`config.mk`:
```
export PLATFORM = sky130hd
export DESIGN_NAME = pwm_motor_ramp_controller
export DESIGN_NICKNAME = d
export VERILOG_FILES = /design/src/pmrc_pkg.sv /design/src/pmrc_cfg_regs.sv /design/src/pmrc_ctrl.sv /design/src/pwm_motor_ramp_controller.sv
export SDC_FILE = /design/constraint.sdc
export NUM_CORES = 1
export LEC_CHECK = 0
export ABC_AREA = 1
export BUFFER_PORTS_ARGS = -buffer_cell sky130_fd_sc_hd__clkbuf_2
export CAP_MARGIN = 20
export CORE_ASPECT_RATIO = 1.75
export CORE_UTILIZATION = 41
export DETAILED_ROUTE_END_ITERATION = 8
export PLACE_DENSITY = 0.64
export SETUP_SLACK_MARGIN = 0.02
export SYNTH_ARGS = -nofsm -noshare
export SYNTH_HDL_FRONTEND = slang
export SYNTH_SLANG_ARGS = --single-unit
```
`constraint.sdc`:
```
create_clock -name clk -period 17.1 [get_ports clk]
set_input_delay 2.565 -clock clk [delete_from_list [all_inputs] [get_ports clk]]
set_output_delay 2.565 -clock clk [all_outputs]
set_load 0.05 [all_outputs]
```
`src/pmrc_pkg.sv`:
```
`timescale 1ns / 1ps
// ----------------------------------------------------------------------------
// pmrc_pkg
// Shared types, codes and helpers for the PWM motor ramp controller.
// ----------------------------------------------------------------------------
package pmrc_pkg;

  localparam int START_DUTY_PCT_DEF   = 10;
  localparam int MAX_DUTY_PCT_DEF     = 95;
  localparam int UPDATE_PERIOD_MS_DEF = 10;

  localparam int SAMPLE_BITS  = 12;
  localparam int STEP_W       = 10;
  localparam int PCT_W        = 7;
  localparam int TENTHS_W     = 10;
  localparam int PERIOD_W     = 16;
  localparam int DIV_W        = 10;
  localparam int CNT_W        = 4;
  localparam int CFG_IDX_W    = 3;

  localparam logic [CNT_W-1:0] CNT_SAT = 4'd15;

  typedef enum logic [2:0] {
    KIND_TICK  = 3'd0,
    KIND_RAISE = 3'd1,
    KIND_LOWER = 3'd2,
    KIND_DECEL = 3'd3,
    KIND_STOP  = 3'd4
  } kind_t;

  typedef enum logic [2:0] {
    PH_IDLE      = 3'd0,
    PH_RAISE     = 3'd1,
    PH_RAISE_DEC = 3'd2,
    PH_LOWER     = 3'd3,
    PH_LOWER_DEC = 3'd4
  } phase_t;

  typedef enum logic [1:0] {
    MODE_BRAKE = 2'd0,
    MODE_RAISE = 2'd1,
    MODE_LOWER = 2'd2
  } mode_t;

  typedef enum logic [CFG_IDX_W-1:0] {
    REG_UP_ACCEL   = 3'd0,
    REG_DOWN_ACCEL = 3'd1,
    REG_UP_DECEL   = 3'd2,
    REG_DOWN_DECEL = 3'd3,
    REG_MAX_UP     = 3'd4,
    REG_MAX_DOWN   = 3'd5,
    REG_OC_LIMIT   = 3'd6,
    REG_PERIOD     = 3'd7
  } reg_idx_t;

  typedef struct packed {
    logic [STEP_W-1:0]      up_accel;
    logic [STEP_W-1:0]      down_accel;
    logic [STEP_W-1:0]      up_decel;
    logic [STEP_W-1:0]      down_decel;
    logic [PCT_W-1:0]       max_up;
    logic [PCT_W-1:0]       max_down;
    logic [SAMPLE_BITS-1:0] oc_limit;
    logic [DIV_W-1:0]       period_div;
  } cfg_t;

  typedef struct packed {
    phase_t                 phase;
    mode_t                  mode;
    logic [TENTHS_W-1:0]    duty;
    logic                   oc;
    logic                   oc_changed;
    logic [SAMPLE_BITS-1:0] peak;
    logic                   done;
    logic [PCT_W-1:0]       cmp_pct;
    logic [DIV_W-1:0]       cmp_div;
  } ctrl_st_t;

  // tenths to whole percent, exact for inputs up to 1023
  function automatic logic [PCT_W-1:0] div10(input logic [TENTHS_W-1:0] tenths);
    logic [TENTHS_W+8-1:0] prod;
    prod = {8'd0, tenths} * 18'd205;
    return prod[17:11];
  endfunction

  function automatic logic [PCT_W-1:0] pct_inv(input logic [PCT_W-1:0] pct);
    return (pct >= 7'd100) ? 7'd0 : 7'(7'd100 - pct);
  endfunction

  // period / 100, exact over the full 16-bit range
  function automatic logic [DIV_W-1:0] div100(input logic [PERIOD_W-1:0] period);
    logic [33:0] prod;
    prod = {18'd0, period} * 34'd167773;
    return prod[33:24];
  endfunction

endpackage

```
`src/pmrc_cfg_regs.sv`:
```
`timescale 1ns / 1ps
// ----------------------------------------------------------------------------
// pmrc_cfg_regs
// Configuration register file; keeps the PWM period pre-divided by 100.
// ----------------------------------------------------------------------------
module pmrc_cfg_regs (
  input  logic                               clk,
  input  logic                               rst_n,
  input  logic                               cfg_we,
  input  logic [pmrc_pkg::CFG_IDX_W-1:0]     cfg_index,
  input  logic [pmrc_pkg::PERIOD_W-1:0]      cfg_wdata,
  output pmrc_pkg::cfg_t                     cfg
);
  import pmrc_pkg::*;

  cfg_t     cfg_r;
  reg_idx_t idx;

  assign idx = reg_idx_t'(cfg_index);
  assign cfg = cfg_r;

  always_ff @(posedge clk) begin
    if (!rst_n) begin
      cfg_r <= '{up_accel: '0, down_accel: '0, up_decel: '0, down_decel: '0,
                 max_up: '0, max_down: '0, oc_limit: '1, period_div: '0};
    end else if (cfg_we) begin
      case (idx)
        REG_UP_ACCEL:   cfg_r.up_accel   <= cfg_wdata[STEP_W-1:0];
        REG_DOWN_ACCEL: cfg_r.down_accel <= cfg_wdata[STEP_W-1:0];
        REG_UP_DECEL:   cfg_r.up_decel   <= cfg_wdata[STEP_W-1:0];
        REG_DOWN_DECEL: cfg_r.down_decel <= cfg_wdata[STEP_W-1:0];
        REG_MAX_UP:     cfg_r.max_up     <= cfg_wdata[PCT_W-1:0];
        REG_MAX_DOWN:   cfg_r.max_down   <= cfg_wdata[PCT_W-1:0];
        REG_OC_LIMIT:   cfg_r.oc_limit   <= cfg_wdata[SAMPLE_BITS-1:0];
        REG_PERIOD:     cfg_r.period_div <= div100(cfg_wdata);
        default:        cfg_r            <= cfg_r;
      endcase
    end
  end

endmodule

```
`src/pmrc_ctrl.sv`:
```
`timescale 1ns / 1ps
// ----------------------------------------------------------------------------
// pmrc_ctrl
// Drive state and single-pass update: tick count, current monitor, ramps.
// ----------------------------------------------------------------------------
module pmrc_ctrl #(
  parameter int START_DUTY_PCT   = pmrc_pkg::START_DUTY_PCT_DEF,
  parameter int MAX_DUTY_PCT     = pmrc_pkg::MAX_DUTY_PCT_DEF,
  parameter int UPDATE_PERIOD_MS = pmrc_pkg::UPDATE_PERIOD_MS_DEF
) (
  input  logic                               clk,
  input  logic                               rst_n,
  input  logic                               step_en,
  input  logic [2:0]                         kind,
  input  logic [pmrc_pkg::SAMPLE_BITS-1:0]   sample,
  input  pmrc_pkg::cfg_t                     cfg,
  output pmrc_pkg::ctrl_st_t                 st
);
  import pmrc_pkg::*;

  localparam logic [TENTHS_W-1:0] START_TENTHS = TENTHS_W'(START_DUTY_PCT * 10);
  localparam logic [PCT_W-1:0]    START_PCT    = PCT_W'(START_DUTY_PCT);
  localparam logic [PCT_W-1:0]    MAX_PCT      = PCT_W'(MAX_DUTY_PCT);
  localparam logic [CNT_W-1:0]    UPD_CNT      = CNT_W'(UPDATE_PERIOD_MS);

  ctrl_st_t          st_r, st_nxt;
  logic [CNT_W-1:0]  cnt_r, cnt_nxt;

  kind_t               kind_e;
  logic [CNT_W-1:0]    cnt_inc;
  logic                oc_new;
  phase_t              ph_a;
  logic [TENTHS_W-1:0] duty_a;
  logic [STEP_W-1:0]   acc_step, dec_step;
  logic [PCT_W-1:0]    acc_max, acc_clamp;
  logic [TENTHS_W-1:0] lim;
  logic [TENTHS_W:0]   acc_sum, dec_floor;
  logic [TENTHS_W-1:0] acc_res, dec_res;
  logic                dec_end;

  assign kind_e = kind_t'(kind);
  assign st     = st_r;

  always_comb begin
    st_nxt            = st_r;
    cnt_nxt           = cnt_r;
    st_nxt.oc_changed = 1'b0;
    st_nxt.done       = 1'b0;

    cnt_inc  = (cnt_r < CNT_SAT) ? CNT_W'(cnt_r + 1'b1) : cnt_r;
    oc_new   = (sample > cfg.oc_limit);
    ph_a     = oc_new ? PH_IDLE : st_r.phase;
    duty_a   = (oc_new && st_r.phase != PH_IDLE) ? START_TENTHS : st_r.duty;

    acc_step  = (ph_a == PH_RAISE) ? cfg.up_accel : cfg.down_accel;
    acc_max   = (ph_a == PH_RAISE) ? cfg.max_up : cfg.max_down;
    acc_clamp = (acc_max > MAX_PCT) ? MAX_PCT : acc_max;
    lim       = TENTHS_W'(TENTHS_W'(acc_clamp) * TENTHS_W'(10));
    acc_sum   = {1'b0, duty_a} + {1'b0, acc_step};
    acc_res   = (acc_sum > {1'b0, lim}) ? lim : acc_sum[TENTHS_W-1:0];

    dec_step  = (ph_a == PH_RAISE_DEC) ? cfg.up_decel : cfg.down_decel;
    dec_floor = {1'b0, dec_step} + {1'b0, START_TENTHS};
    dec_end   = (duty_a <= START_TENTHS);
    dec_res   = (dec_end || {1'b0, duty_a} <= dec_floor) ? START_TENTHS
                                                         : TENTHS_W'(duty_a - dec_step);

    case (kind_e)
      KIND_TICK: begin
        cnt_nxt = cnt_inc;
        if (cnt_inc >= UPD_CNT) begin
          cnt_nxt           = '0;
          st_nxt.done       = 1'b1;
          st_nxt.oc         = oc_new;
          st_nxt.oc_changed = st_r.oc ^ oc_new;
          st_nxt.peak       = (sample > st_r.peak) ? sample : st_r.peak;
          st_nxt.phase      = ph_a;
          st_nxt.duty       = duty_a;
          st_nxt.cmp_div    = cfg.period_div;
          case (ph_a)
            PH_RAISE: begin
              st_nxt.duty    = acc_res;
              st_nxt.cmp_pct = div10(acc_res);
            end
            PH_LOWER: begin
              st_nxt.duty    = acc_res;
              st_nxt.cmp_pct = pct_inv(div10(acc_res));
            end
            PH_RAISE_DEC: begin
              st_nxt.duty    = dec_res;
              st_nxt.cmp_pct = div10(dec_res);
              if (dec_end) begin
                st_nxt.phase = PH_IDLE;
                st_nxt.mode  = MODE_BRAKE;
              end
            end
            PH_LOWER_DEC: begin
              st_nxt.duty    = dec_res;
              st_nxt.cmp_pct = pct_inv(div10(dec_res));
              if (dec_end) begin
                st_nxt.phase = PH_IDLE;
                st_nxt.mode  = MODE_BRAKE;
              end
            end
            default: begin
              st_nxt.mode    = MODE_BRAKE;
              st_nxt.cmp_pct = START_PCT;
            end
          endcase
        end
      end
      KIND_RAISE: begin
        if (st_r.phase == PH_IDLE) begin
          st_nxt.cmp_pct = START_PCT;
          st_nxt.cmp_div = cfg.period_div;
          st_nxt.mode    = MODE_RAISE;
          st_nxt.phase   = PH_RAISE;
          st_nxt.duty    = START_TENTHS;
          cnt_nxt        = '0;
        end
      end
      KIND_LOWER: begin
        if (st_r.phase == PH_IDLE) begin
          st_nxt.cmp_pct = pct_inv(div10(START_TENTHS));
          st_nxt.cmp_div = cfg.period_div;
          st_nxt.mode    = MODE_LOWER;
          st_nxt.phase   = PH_LOWER;
          st_nxt.duty    = START_TENTHS;
          cnt_nxt        = '0;
        end
      end
      KIND_DECEL: begin
        if (st_r.phase == PH_LOWER) begin
          st_nxt.phase = PH_LOWER_DEC;
        end else if (st_r.phase == PH_RAISE) begin
          st_nxt.phase = PH_RAISE_DEC;
        end
      end
      KIND_STOP: begin
        if (st_r.phase != PH_IDLE) begin
          st_nxt.mode    = MODE_BRAKE;
          st_nxt.cmp_pct = START_PCT;
          st_nxt.cmp_div = cfg.period_div;
          st_nxt.phase   = PH_IDLE;
          st_nxt.duty    = START_TENTHS;
        end
      end
      default: ;
    endcase
  end

  always_ff @(posedge clk) begin
    if (!rst_n) begin
      st_r  <= '{phase: PH_IDLE, mode: MODE_BRAKE, duty: START_TENTHS, oc: 1'b0,
                 oc_changed: 1'b0, peak: '0, done: 1'b0, cmp_pct: START_PCT,
                 cmp_div: '0};
      cnt_r <= '0;
    end else if (step_en) begin
      st_r  <= st_nxt;
      cnt_r <= cnt_nxt;
    end
  end

  a_idle_brake: assert property (@(posedge clk) disable iff (!rst_n)
    (st_r.phase == PH_IDLE) |-> (st_r.mode == MODE_BRAKE))
    else $error("idle phase without brake mode");

  a_duty_range: assert property (@(posedge clk) disable iff (!rst_n)
    (st_r.duty <= TENTHS_W'(1000)) && (st_r.cmp_pct <= PCT_W'(100)))
    else $error("duty or compare percent out of range");

  a_changed_on_update: assert property (@(posedge clk) disable iff (!rst_n)
    st_r.oc_changed |-> st_r.done)
    else $error("overcurrent change outside an update");

  a_idle_on_overcurrent: assert property (@(posedge clk) disable iff (!rst_n)
    (step_en && kind_e == KIND_TICK && cnt_inc >= UPD_CNT && oc_new)
      |=> (st_r.phase == PH_IDLE))
    else $error("overcurrent update left drive running");

endmodule

```
`src/pwm_motor_ramp_controller.sv`:
```
`timescale 1ns / 1ps
// ----------------------------------------------------------------------------
// pwm_motor_ramp_controller
// Bidirectional brushed-motor PWM ramp controller with overcurrent stop.
// ----------------------------------------------------------------------------
// Path: an accepted beat passes the input register, the state update and the
//   compare multiply into the output register.
// Throughput: one beat per cycle; out_ready low holds the output register and
//   fills the earlier stages behind it.
// Reset: synchronous active-low rst_n clears all stages and restores the
//   idle phase, start duty, brake mode and default configuration.
module pwm_motor_ramp_controller #(
  parameter int START_DUTY_PCT   = pmrc_pkg::START_DUTY_PCT_DEF,
  parameter int MAX_DUTY_PCT     = pmrc_pkg::MAX_DUTY_PCT_DEF,
  parameter int UPDATE_PERIOD_MS = pmrc_pkg::UPDATE_PERIOD_MS_DEF
) (
  input  logic                             clk,
  input  logic                             rst_n,
  input  logic                             cfg_we,
  input  logic [pmrc_pkg::CFG_IDX_W-1:0]   cfg_index,
  input  logic [pmrc_pkg::PERIOD_W-1:0]    cfg_wdata,
  input  logic                             in_valid,
  output logic                             in_ready,
  input  logic [2:0]                       in_kind,
  input  logic [pmrc_pkg::SAMPLE_BITS-1:0] in_current_sample,
  output logic                             out_valid,
  input  logic                             out_ready,
  output logic [15:0]                      out_compare_value,
  output logic [1:0]                       out_bridge_mode,
  output logic [2:0]                       out_phase_out,
  output logic [9:0]                       out_duty_tenths_out,
  output logic                             out_overcurrent_now,
  output logic                             out_overcurrent_changed,
  output logic [pmrc_pkg::SAMPLE_BITS-1:0] out_peak_current_out,
  output logic                             out_update_done
);
  import pmrc_pkg::*;

  cfg_t                   cfg;
  ctrl_st_t               st;

  logic                   v0_r, v1_r, out_valid_r;
  logic [2:0]             kind0_r;
  logic [SAMPLE_BITS-1:0] samp0_r;
  logic                   adv1, adv2;

  logic [15:0]            cmp_r;
  logic [1:0]             mode_r;
  logic [2:0]             phase_r;
  logic [9:0]             duty_r;
  logic                   oc_r, chg_r, done_r;
  logic [SAMPLE_BITS-1:0] peak_r;
  logic [DIV_W+PCT_W-1:0] cmp_prod;

  pmrc_cfg_regs u_cfg (
    .clk       (clk),
    .rst_n     (rst_n),
    .cfg_we    (cfg_we),
    .cfg_index (cfg_index),
    .cfg_wdata (cfg_wdata),
    .cfg       (cfg)
  );

  pmrc_ctrl #(
    .START_DUTY_PCT   (START_DUTY_PCT),
    .MAX_DUTY_PCT     (MAX_DUTY_PCT),
    .UPDATE_PERIOD_MS (UPDATE_PERIOD_MS)
  ) u_ctrl (
    .clk     (clk),
    .rst_n   (rst_n),
    .step_en (adv1),
    .kind    (kind0_r),
    .sample  (samp0_r),
    .cfg     (cfg),
    .st      (st)
  );

  assign adv2     = v1_r && (!out_valid_r || out_ready);
  assign adv1     = v0_r && (!v1_r || adv2);
  assign in_ready = !v0_r || adv1;
  assign cmp_prod = {{PCT_W{1'b0}}, st.cmp_div} * {{DIV_W{1'b0}}, st.cmp_pct};

  always_ff @(posedge clk) begin
    if (!rst_n) begin
      v0_r        <= 1'b0;
      v1_r        <= 1'b0;
      out_valid_r <= 1'b0;
    end else begin
      if (in_ready) begin
        v0_r <= in_valid;
      end
      if (!v1_r || adv2) begin
        v1_r <= adv1;
      end
      if (!out_valid_r || out_ready) begin
        out_valid_r <= adv2;
      end
    end
  end

  always_ff @(posedge clk) begin
    if (in_valid && in_ready) begin
      kind0_r <= in_kind;
      samp0_r <= in_current_sample;
    end
    if (adv2) begin
      cmp_r   <= cmp_prod[15:0];
      mode_r  <= st.mode;
      phase_r <= st.phase;
      duty_r  <= st.duty;
      oc_r    <= st.oc;
      chg_r   <= st.oc_changed;
      peak_r  <= st.peak;
      done_r  <= st.done;
    end
  end

  assign out_valid               = out_valid_r;
  assign out_compare_value       = cmp_r;
  assign out_bridge_mode         = mode_r;
  assign out_phase_out           = phase_r;
  assign out_duty_tenths_out     = duty_r;
  assign out_overcurrent_now     = oc_r;
  assign out_overcurrent_changed = chg_r;
  assign out_peak_current_out    = peak_r;
  assign out_update_done         = done_r;

  a_mid_drains: assert property (@(posedge clk) disable iff (!rst_n)
    (v1_r && !out_valid_r) |=> out_valid_r)
    else $error("state stage did not move into empty output register");

  a_no_step_when_blocked: assert property (@(posedge clk) disable iff (!rst_n)
    (v1_r && out_valid_r && !out_ready) |-> !adv1)
    else $error("state advanced while pipeline blocked");

endmodule

```
---- Word level (Yosys, flattened, before mapping) ----
Cells that the tools add are included.
operators by class
  eq/ne operators ......................... 25
  $add $sub $neg .......................... 6
  reductions and logical operators ........ 35
  multipliers ............................. 5
  muxes and demuxes ....................... 33
  $lt $le $gt $ge ......................... 10
  bitwise operators ....................... 1
operators with widths
  kind                    number
  $pmux 17 s4             1
  $mux 17                 3
  $mux 10                 5
  $pmux 12 s4             1
  $mux 47                 1
  $mux 15                 3
  $mul 10x8->18 const B   2
  $mul 16x18->34 const B  1
  $mux 7                  4
  $pmux 7 s4              1
  $gt 12x12->1            2
  $eq 3x2->1 const B      7
  $pmux 10 s2             1
  $eq 3x3->1 const B      6
  $mul 10x7->16           1
  $reduce_and 2->1        8
  $pmux 3 s5              1
  $ge 7x7->1 const B      2
  $mux 14                 1
  $sub 7x7->7 const A     2
  $eq 3x1->1 const B      4
  $mux 12                 1
  $mux 3                  4
  $mux 4                  3
  33 further kinds        50
word-level totals
  flip-flop bits (word level) ............. 191
  input port bits ......................... 39
  word-level logic and storage cells ...... 146
  output and inout bits ................... 48

---- Longest topological paths before layout ----
Gate-level depths: netlist (run 1).
  word-level depth ........................ 15
  depth in mapped cells ................... 66
  gate-level depth less buffers ........... 64

---- Modules after synthesis ----
A second synthesis (run 1) with hierarchy kept.
unflattened totals
  cell total of the unflattened synthesis .. 2826
  area total of the unflattened synthesis .. 21722.1 um2
modules (own cells, without submodules)
  module                     sequential area each (um2)  times used  cells each  area each (um2)
  pmrc_ctrl                  1021.0                      1           1311        8906.0
  pmrc_cfg_regs              1521.5                      1           1043        8361.8
  pwm_motor_ramp_controller  1891.8                      1           472         4454.3

---- Worst setup path after synthesis (run 1) ----
Ideal clock, no wire load.
  path type ............................... flip-flop to flip-flop
  start ................................... reg samp0_r[11]
  end ..................................... reg u_ctrl.st_r, in the netlist u_ctrl.st[13]
  path slack .............................. 8420 ps
  period minus slack after synthesis ...... 8680 ps
  buffers on the path ..................... 3
  library setup time ...................... 116 ps
  data arrival time ....................... 8563 ps
  data required time ...................... 16984 ps
  stages on the path, launching flop included .. 59
  cells stage by stage .................... edfxtp_1 ha_1 nand2_1 inv_1 nand2_2 nor2_1 nand2_1 nand3_2 nand2_4 nand3_4 buf_6 clkbuf_1 nand2_1 nand2_1 ha_1 inv_1 fa_1 o21ai_2 (+23 left out) inv_1 fa_1 inv_1 ha_1 nand2_1 nor4_1 nand4_1 nand2_1 xor2_1 nand2_1 nor2_1 nand4_1 nand3_2 nor2_1 nor2_1 nand2_1 o21ai_1 nand2_1
on the way
  word-level cells in the longest chain between the ends .. 15
  elaborated cells on any way between the ends .. 34
  those cells by class .................... add/sub: 5; mul: 3; order compare: 7; eq/ne: 4; mux: 13; reduce/logical: 2
ends and longest elaborated chain
  what                                              line                                               RTL
  from (decl)                                       pwm_motor_ramp_controller.sv:44                    logic [SAMPLE_BITS-1:0] samp0_r;
  from (signal assigned)                            pwm_motor_ramp_controller.sv:104                   samp0_r <= in_current_sample;
  $gt 12x12->1 (*)                                  pmrc_ctrl.sv:51                                    oc_new = (sample > cfg.oc_limit);
  $mux 3                                            pmrc_ctrl.sv:52                                    ph_a = oc_new ? PH_IDLE : st_r.phase;
  $eq 3x1->1                                        pmrc_ctrl.sv:55, pmrc_ctrl.sv:56, pmrc_ctrl.sv:80
  $mux 7                                            pmrc_ctrl.sv:56                                    acc_max = (ph_a == PH_RAISE) ? cfg.max_up : cfg.max_down;
  $gt 7x7->1                                        pmrc_ctrl.sv:57                                    acc_clamp = (acc_max > MAX_PCT) ? MAX_PCT : acc_max;
  $mux 7                                            pmrc_ctrl.sv:57
  $mul 7x3->9                                       pmrc_ctrl.sv:58                                    lim = TENTHS_W'(TENTHS_W'(acc_clamp) * TENTHS_W'(10));
  $gt 11x10->1                                      pmrc_ctrl.sv:60                                    acc_res = (acc_sum > {1'b0, lim}) ? lim : acc_sum[TENTHS_W-1:0];
  $mux 10                                           pmrc_ctrl.sv:60
  $mul 10x8->18                                     pmrc_pkg.sv:82                                     prod = {8'd0, tenths} * 18'd205;
  $sub 7x7->7 / $ge 7x7->1 (equally long branches)  pmrc_pkg.sv:87                                     return (pct >= 7'd100) ? 7'd0 : 7'(7'd100 - pct);
  $mux 7                                            pmrc_pkg.sv:87
  $pmux 7 s4 (*)                                    pmrc_ctrl.sv:80                                    case (ph_a)
  $mux 47 (*)                                       pmrc_ctrl.sv:71                                    if (cnt_inc >= UPD_CNT) begin
  $pmux 17 s4 (*)                                   pmrc_ctrl.sv:68                                    case (kind_e)
  to (signal assigned)                              pmrc_ctrl.sv:154                                   st_r <= '{phase: PH_IDLE, mode: MODE_BRAKE, duty: START_TENTHS, oc: 1'b0,
  to (signal assigned)                              pmrc_ctrl.sv:159                                   st_r <= st_nxt;
  to (decl)                                         pmrc_ctrl.sv:26                                    ctrl_st_t st_r, st_nxt;
Every way passes the cells marked *; elsewhere a longest branch is shown, timed or not. The select of a mux whose other input is x is not followed.
A chain may end at the register's enable or synchronous reset.

---- Worst setup path in the final report (run 1) ----
  start ................................... reg samp0_r[9]
  end ..................................... reg u_ctrl.st_r, in the netlist u_ctrl.st[16]
Same word-level chain as after synthesis.

==> results of run 1 <==
## stage by stage
step | util, % | std cells
final | 45.0 | 3247
after global routing | 45.0 | 3247
after CTS | 44.9 | 3246
after detailed placement | 43.6 | 3214
after global placement | 43.6 | 3214
after floorplan | - | 2517
## cell families (layout without fill, tap and decap cells)
group / after synthesis / in the layout / synth area share [%]
mux: 6 / 6 / 0.298
buf+inv: 590 / 660 / 11.0
flops: 191 / 191 / 21.6
xor+xnor: 59 / 59 / 2.64
compound gates: 412 / 412 / 11.0
simple gates: 743 / 743 / 15.8
fa+ha+maj: 516 / 516 / 37.8
## power groups by stage
stage | sequential [uW] | clock (uW) | combinational, uW
4_1_cts | 493 | 443 | 1800
3_3_place_gp | 503 | 0 | 1750
6_report | 493 | 434 | 1800
5_1_grt | 495 | 455 | 2040
2_1_floorplan | 508 | 0 | 1280
3_5_place_dp | 504 | 0 | 1780
## final timing paths
kind / to / slack [ns] / start / depth (start not counted)
worst max-delay path: u_ctrl.st[16] / 6.83 / samp0_r[9] / 51
worst min-delay path: out_overcurrent_changed / 0.44 / u_ctrl.st[30] / 0
worst max register to register: u_ctrl.st[16] / 6.83 / samp0_r[9] / 51
worst min register to register: out_overcurrent_changed / 0.44 / u_ctrl.st[30] / 0
## cell type report
class / count / area, um^2 / share of cell area [%]
Timing Repair Buffer: 94 / 494 / 2.22
Multi-Input combinational cell: 1736 / 13900 / 62.3
Tap cell: 660 / 826 / 3.70
Sequential cell: 191 / 4430 / 19.9
Clock buffer: 17 / 425 / 1.91
Inverter: 534 / 2000 / 8.99
Clock inverter: 15 / 228 / 1.02
## flip-flops by register name, indices dropped and copies added, names as in the netlist
register                 count
out_bridge_mode              2
out_overcurrent_changed      1
out_valid                    1
samp0_r                     12
u_ctrl.st                   47
kind0_r                      3
v1_r                         1
u_ctrl.cnt_r                 4
out_peak_current_out        12
out_compare_value           16
v0_r                         1
out_duty_tenths_out         10
out_update_done              1
out_overcurrent_now          1
out_phase_out                3
u_cfg.cfg                   76
## metal layers
layer	up-vias	wire (um)	GRT usage, %
li1	8167	-	-
met1	7847	19700	22.2
met2	333	30700	44.2
met3	127	1330	1.89
met4	0	2380	10.5
met5	-	0	0
## layout by cell type (no fill, tap or decap), types with 6 or more instances in the layout
cell / synthesis / layout
buf_4: 0 / 7
o21bai_1: 10 / 10
ha_1: 340 / 340
nand4_1: 25 / 25
clkbuf_16: 0 / 17
inv_1: 526 / 526
inv_2: 8 / 8
fa_1: 176 / 176
nor3_1: 18 / 18
edfxtp_1: 61 / 61
dfxtp_1: 130 / 130
a21oi_2: 6 / 6
nand3_1: 52 / 52
nand3_2: 6 / 6
xnor2_1: 14 / 14
o21ai_0: 157 / 157
clkinv_8: 0 / 6
nor4_1: 6 / 6
xor2_1: 43 / 43
a21oi_1: 186 / 185
o211ai_1: 17 / 17
clkbuf_2: 9 / 86
nand2_1: 450 / 450
nand2_2: 20 / 20
nor2_1: 131 / 131
==> impl_metrics.ini, run 1 <==
[clock_tree]
clock_path_buffers = 2
clock_sinks = 191
cts_buffers = 17
clockRootBuffer = clkbuf_16
cts_setup_buffers = 0
clk_pin_slew_worst_paths_ns = 0.09
htreeDepth = 4
clk_latency_ns = 0.47
cts_resized = 0
cts_tree = yes
cts_hold_buf = 0

[timing]
grt_setup_unrepaired = no
worst_slew_margin_rel_pct = 31.3
post-route-period-util_pct = 60.1
fmax_mhz = 97.3
slew_violations = 0
skew_ns = 0.0151
finalSetupTns_ns = 0
finalHoldViolations = 0
fin_ws_ns = 6.83
worst_pin_slew_ns = 1.03
whs_ns = 0.436
finalSetupViolCount = 0
layout_min_cycle_time_ns = 10.27

[routing]
ant_nets = 0
drt-initial-drc-count = 802
vias = 16500
drc = 0
routed_via_density = 5.07
routedWlPerCell_um = 16.7
dr.pass1.iters = 7
wl_um = 54100

[global_routing]
grt_antenna_before_repair = 0
grt_pass1_vias = 17200
grt_max_degree = 94
grt_first_pass_wirelength_um = 86800
grt_use_total_pct = 22.1
grt_overflow = 0

[pwr]
irDropWorstVdd_mv = 0.113
powerDensity_nw_per_um2 = 122
switching_power_uw = 1370
p_total_uw = 2730
power_frac_seq_pct = 18.1
clkPwrFrac_pct = 15.9
p_leak_uw = 0.0118
combPwrFrac_pct = 66.0
p_sw_share_pct = 50.2
p_int_uw = 1360

[worst_setup_path]
crit_type = reg -> reg
cp.arrival_ns = 10.67
worst_path_largest_cell_delay_ns = 0.54
start_kind = flip-flop
worst_path_max_delay_cell = fa_1
crit_family = adder cells
cp_common_cell = nand2_1
path_buf_inv = 9
worstPathRequired_ns = 17.50
crit_path_end_kind = flip-flop
crit_fanout = 21

[yosys]
synthArstFlopShare_pct = 0
synth_area_leaders = ha_1 (21%), fa_1 (17%), dfxtp_1 (13%), inv_1 (9.6%), edfxtp_1 (8.9%)
synth_warnings = 0
syn_avg_cell_area_um2 = 8.17
synth_area_um2 = 20600
synth_seq_cells = 191
syn_nets = 3072
yosysTopAreaCellShare_pct = 20.7
synth_seq_area_share_pct = 21.6
synth_edf_count = 61
synth_top_cell_by_area = ha_1
synthFlopType = dfxtp_1
ys_top_cells_by_count = inv_1 (526), nand2_1 (450), ha_1 (340)
syn_inst = 2517
yosys.cell_count.top_type = inv_1
ys_types = 60

[placed_design]
place_area_um2 = 21600
dp_hpwl_um = 45300
port_buffers = 86
pre_cts_slack_ns = 6.81
gp_congestion = 1.01

[min_path]
min_path_type = reg -> reg

[floorplanning]
die_w_um = 171
num_rows = 108
ios = 87
die_y_um = 298
coreArea_um2 = 49600
start_util_pct = 41.5
die-area_um2 = 51100

[finish]
final_cell_area_um2 = 22300
diodes = 0
drive_above_1_share_pct = 7.69
nFillCells = 4977
syn_to_final_growth_pct = 8.40
nets = 3129

[status]
run_status = finished, final reports clean

[flow_run]
drv_cap = 0
No activity file was read; power rests on OpenSTA's default activity.
==> run 2, diff against run 1 <==
==> constraint.sdc (replaced) <==
create_clock -name clk -period 9.75 [get_ports clk]
set_input_delay 1.4625 -clock clk [delete_from_list [all_inputs] [get_ports clk]]
set_output_delay 1.4625 -clock clk [all_outputs]
set_load 0.05 [all_outputs]
==> run 2 against run 1 <==
- flip-flop and latch count is the same
- die area stayed put
- non-clock buffer count rose by 21
- worst hold slack better by 0.0083 ns
- clock skew up 0.0027 ns
- register-to-register slack got worse by 6.3 ns
- worst setup slack worse by 6.3 ns
- critical path type unchanged
- critical endpoint is now u_ctrl.st[13]
- largest power group unchanged
- highest routed layer unchanged
==> impl_metrics.ini, run 2 (same netlist as run 1, synthesis figures left out) <==
[worst_setup_path]
cp_common_cell = nand2_1
crit_fanout = 16
crit_type = reg -> reg
rrSetupSlack_ns = 0.53
endpoint = u_ctrl.st[13]
worstPathRequired_ns = 10.10
start_kind = flip-flop
cp.arrival_ns = 9.57
timing.rr.start = samp0_r[11]
worst_path_largest_cell_delay_ns = 0.53
ff2ff_path_depth = 54
worst_path_max_delay_cell = fa_1
r2r_end = u_ctrl.st[13]
crit_path_end_kind = flip-flop
setup.worst_path.start = samp0_r[11]

[timing]
slew_violations = 0
layout_min_cycle_time_ns = 9.22
post-route-period-util_pct = 94.6
worst_pin_slew_ns = 0.962
finalHoldViolations = 0
worst_slew_margin_rel_pct = 35.2
fin_ws_ns = 0.528
finalSetupViolCount = 0
fmax_mhz = 108
skew_ns = 0.0177

[clock_tree]
clock_path_buffers = 2
cts_tree = yes
htreeDepth = 4
clk_pin_slew_worst_paths_ns = 0.08
cts_hold_buf = 0
clock_sinks = 191
clk_latency_ns = 0.46
cts_buffers = 17
clockRootBuffer = clkbuf_16

[pwr]
clkPwrFrac_pct = 15.1
powerDensity_nw_per_um2 = 212
p_sw_share_pct = 50.1
irDropWorstVdd_mv = 0.281
p_int_uw = 2380
switching_power_uw = 2390
power_frac_seq_pct = 18.1
p_total_uw = 4780
p_leak_uw = 0.0119
combPwrFrac_pct = 66.8

[finish]
diodes = 0
drive_above_1_share_pct = 8.78
mostFrequentLayoutCells = inv_1 (525), nand2_1 (448), ha_1 (339)
final_cell_area_um2 = 22500
nets = 3151
syn_to_final_growth_pct = 9.31
final_common_cell = inv_1
largest_register_ffs = 76
final_cell_count_no_fill = 3269

[routing]
drt-initial-drc-count = 647
dr.pass1.iters = 7
drc = 0
routed_via_density = 5.07
vias = 16600
routedWlPerCell_um = 16.4
wl_um = 53700
ant_nets = 0

[floorplanning]
num_rows = 108
ios = 87
coreArea_um2 = 49600
die_w_um = 171
die_y_um = 298
start_util_pct = 41.5
die-area_um2 = 51100

[placed_design]
place_inst = 3228
pre_cts_slack_ns = 0.265
gp_congestion = 0.964
place_area_um2 = 21700
port_buffers = 86
dp_hpwl_um = 45200

[flow_run]
drv_cap = 0

[global_routing]
grt_antenna_before_repair = 0
grt_first_pass_wirelength_um = 86400
grt_use_total_pct = 21.9
grt_max_degree = 94
grt_pass1_vias = 17300
grt_overflow = 0

[status]
run_status = finished, final reports clean

[min_path]
min_path_type = reg -> reg
run 2: cell types whose count changed in the layout (fill, tap and decap cells not counted), sizes merged:
cell      before  now
buf            8   29
clkinvlp       1    3
inv          541  539
bufinv         1    0
clkbuf       103  104
clkinv         6    7
run 2: metrics by stage:
step / utilization [%] / TNS, ns / hold slack, ns
floorplan: - / 0 / 0.403
global placement: 43.8 / 0 / 0.415
detailed placement: 43.8 / 0 / 0.421
CTS: 45.1 / 0 / 0.441
global route: 45.3 / -0.00301 / 0.457
finish: 45.3 / 0 / 0.445
run 2: metal layers:
metal  routed length (um)  global-route usage [%]  up-vias
met5                    0                       0        -
met3                 1260                    1.85      134
met1                19500                    22.1     7866
met2                30300                    43.4      346
met4                 2650                    11.3        0
li1                     -                       -     8216
run 2: power by group through the flow:
stage,logic [uW],registers [uW],clock network [uW]
2_1_floorplan,2250,890,0
3_3_place_gp,3110,882,0
3_5_place_dp,3150,883,0
4_1_cts,3180,864,734
5_1_grt,3590,868,761
6_report,3190,865,720
run 2: how the worst min path moves through the flow:
stage,start,end,cells past startpoint
after floorplan,u_ctrl.st[42],out_bridge_mode[0],0
after global placement,u_ctrl.st[29],out_peak_current_out[11],0
after detailed placement,u_ctrl.st[29],out_peak_current_out[11],0
after CTS,u_ctrl.st[29],out_peak_current_out[11],0
after global routing,u_ctrl.st[27],out_peak_current_out[9],0
final,u_ctrl.st[22],out_peak_current_out[4],0
run 2: cell type report:
cell class | instances | area, um^2
clock inverters | 14 | 179
well taps | 660 | 826
flip-flops and latches | 191 | 4430
clock buffers | 18 | 439
multi-input cells | 1736 | 13900
inverters | 534 | 2010
repair buffers | 115 | 659
fillers | 4950 | 27100
repair inverters | 1 | 7.51
run 2: worst max-delay path: cells and delay by family, from the launching register on:
family	cells	cell delay [ns]
AO/OA/AOI/OAI	4	0.57
adder cells (fa/ha/maj)	10	3.66
AND/OR/NAND/NOR	27	3.02
buffers and inverters	11	1.18
flip-flops	1	0.42
XOR/XNOR	2	0.27
run 2: repair_timing:
action,CTS,global route
setup buffers,0,7
endpoints found under the setup margin,0,7
hold endpoints to repair,0,0
gates resized for setup,0,23
==> run 3, diff against run 2 <==
--- a/config.mk
+++ b/config.mk
@@ -6,12 +6,12 @@
 export NUM_CORES = 1
 export LEC_CHECK = 0
 export ABC_AREA = 1
-export BUFFER_PORTS_ARGS = -buffer_cell sky130_fd_sc_hd__clkbuf_2
 export CAP_MARGIN = 20
 export CORE_ASPECT_RATIO = 1.75
 export CORE_UTILIZATION = 41
 export DETAILED_ROUTE_END_ITERATION = 8
-export PLACE_DENSITY = 0.64
+export DONT_BUFFER_PORTS = 1
+export PLACE_DENSITY = 0.62
 export SETUP_SLACK_MARGIN = 0.02
 export SYNTH_ARGS = -nofsm -noshare
 export SYNTH_HDL_FRONTEND = slang
==> run 3 against run 2 <==
- global-route usage rose by 0.33 points
- die area did not move
- clock skew is 0.0065 ns lower
- routed wire length up 1.6%
- sequential power up 2%
- sequential share of layout area up 0.40 points
- via count fell by 1.9%
- design area down 2.0%
- highest routed layer unchanged
==> impl_metrics.ini, run 3 (same netlist as run 1, synthesis figures left out) <==
[clock_tree]
cts_buffers = 17
htreeDepth = 4
clk_latency_ns = 0.45
clock_sinks = 191
clockRootBuffer = clkbuf_16
cts_tree = yes
clk_pin_slew_worst_paths_ns = 0.08
clock_path_buffers = 2

[placed_design]
gp_congestion = 0.948
port_buffers = 0
place_inst = 3142
dp_hpwl_um = 45900

[timing]
post-route-period-util_pct = 94.4
fmax_mhz = 109
finalSetupViolCount = 0
grt_setup_unrepaired = no
worst_slew_margin_rel_pct = 34.1
skew_ns = 0.0112
finalHoldViolations = 0
layout_min_cycle_time_ns = 9.21
finalSetupTns_ns = 0
slew_violations = 0
worst_pin_slew_ns = 0.984

[global_routing]
use_met2_pct = 44.4
grt_antenna_before_repair = 2
grt_overflow = 0
met1_usage_pct = 22.4
met3_usage_pct = 2.17
grt-busiest-layer = met2
grt_pass1_vias = 17300
grt_max_degree = 94
grt_first_pass_wirelength_um = 87600
grt_use_total_pct = 22.2

[finish]
nFillCells = 4954
drive_above_1_share_pct = 5.59
diodes = 0
syn_to_final_growth_pct = 7.13
final_common_cell = inv_1
nets = 3063
mostFrequentLayoutCells = inv_1 (525), nand2_1 (449), ha_1 (340)
largest_register_ffs = 76
final_cell_count_no_fill = 3181

[worst_setup_path]
cp.arrival_ns = 9.60
worst_path_largest_cell_delay_ns = 0.53
ff2ff_path_depth = 53
crit_path_end_kind = flip-flop
cp_common_cell = nand2_1
crit_fanout = 13
crit_type = reg -> reg
worst_path_max_delay_cell = fa_1
worstPathRequired_ns = 10.15
start_kind = flip-flop

[pwr]
power_frac_seq_pct = 18.4
p_int_uw = 2370
p_leak_uw = 0.0115
switching_power_uw = 2410
irDropWorstVdd_mv = 0.208
combPwrFrac_pct = 66.5
clkPwrFrac_pct = 15.1
p_sw_share_pct = 50.5
powerDensity_nw_per_um2 = 217

[status]
run_status = finished, final reports clean

[routing]
dr.pass1.iters = 5
routed_via_density = 5.11
drc = 0
vias = 16300
ant_nets = 0
drt-initial-drc-count = 792
routedWlPerCell_um = 17.1
wl_um = 54500

[floorplanning]
num_rows = 108
start_util_pct = 41.5
die-area_um2 = 51100
die_y_um = 298
coreArea_um2 = 49600
ios = 87
die_w_um = 171

[flow_run]
drv_cap = 0

[min_path]
min_path_type = reg -> reg
hold_depth = 0
==> run 3: metal layers <==
metal | wire, um | vias up
met2 | 30800 | 347
li1 | - | 8025
met4 | 2450 | 0
met5 | 0 | -
met1 | 19800 | 7752
met3 | 1450 | 127
==> run 3: final timing paths <==
| path | start | slack [ns] | to |
|---|---|---|---|
| worst max-delay path | samp0_r[7] | 0.54 | u_ctrl.st[16] |
| worst min-delay path | u_ctrl.st[29] | 0.44 | out_peak_current_out[11] |
| worst max register to register | samp0_r[7] | 0.54 | u_ctrl.st[16] |
| worst min register to register | u_ctrl.st[29] | 0.44 | out_peak_current_out[11] |
==> run 3: what timing repair did <==
action	in CTS	in global routing
hold buffers	0	0
resized for setup	0	21
setup endpoints to repair	0	7
setup buffers	0	7
==> run 3: final cells by class <==
cell class	instances	area, um^2	area share (%)
Clock buffer	17	425	1.93
Clock inverter	15	181	0.823
Multi-Input combinational cell	1736	13900	63.3
Sequential cell	191	4430	20.1
Timing Repair Buffer	28	218	0.988
Tap cell	660	826	3.75
Inverter	534	2010	9.11
==> run 3: power by group through the flow <==
stage	clock network (uW)	registers (uW)	logic, uW
after floorplan	0	890	2250
after global placement	0	900	3080
after detailed placement	0	900	3120
after CTS	736	882	3150
after global routing	766	885	3590
final	721	881	3180
==> run 3: critical path, delay by kind of cell (launching register included) <==
| kind | cells | cell delay, ns |
|---|---|---|
| compound gates | 4 | 0.82 |
| xor+xnor | 2 | 0.35 |
| fa+ha+maj | 11 | 3.81 |
| buf+inv | 11 | 0.97 |
| flops | 1 | 0.43 |
| simple gates | 25 | 2.73 |
==> run 3: through the flow <==
step | hold slack [ns] | util, % | worst slack, ns | cell area, um^2 | power, uW
after floorplan | 0.403 | - | 1.07 | 20600 | 3140
after global placement | 0.419 | 43.0 | 0.435 | 21300 | 3980
after detailed placement | 0.423 | 43.0 | 0.172 | 21300 | 4020
after CTS | 0.442 | 44.2 | 0.129 | 21900 | 4770
after global routing | 0.453 | 44.4 | 0.0131 | 22000 | 5240
final | 0.441 | 44.4 | 0.543 | 22000 | 4780
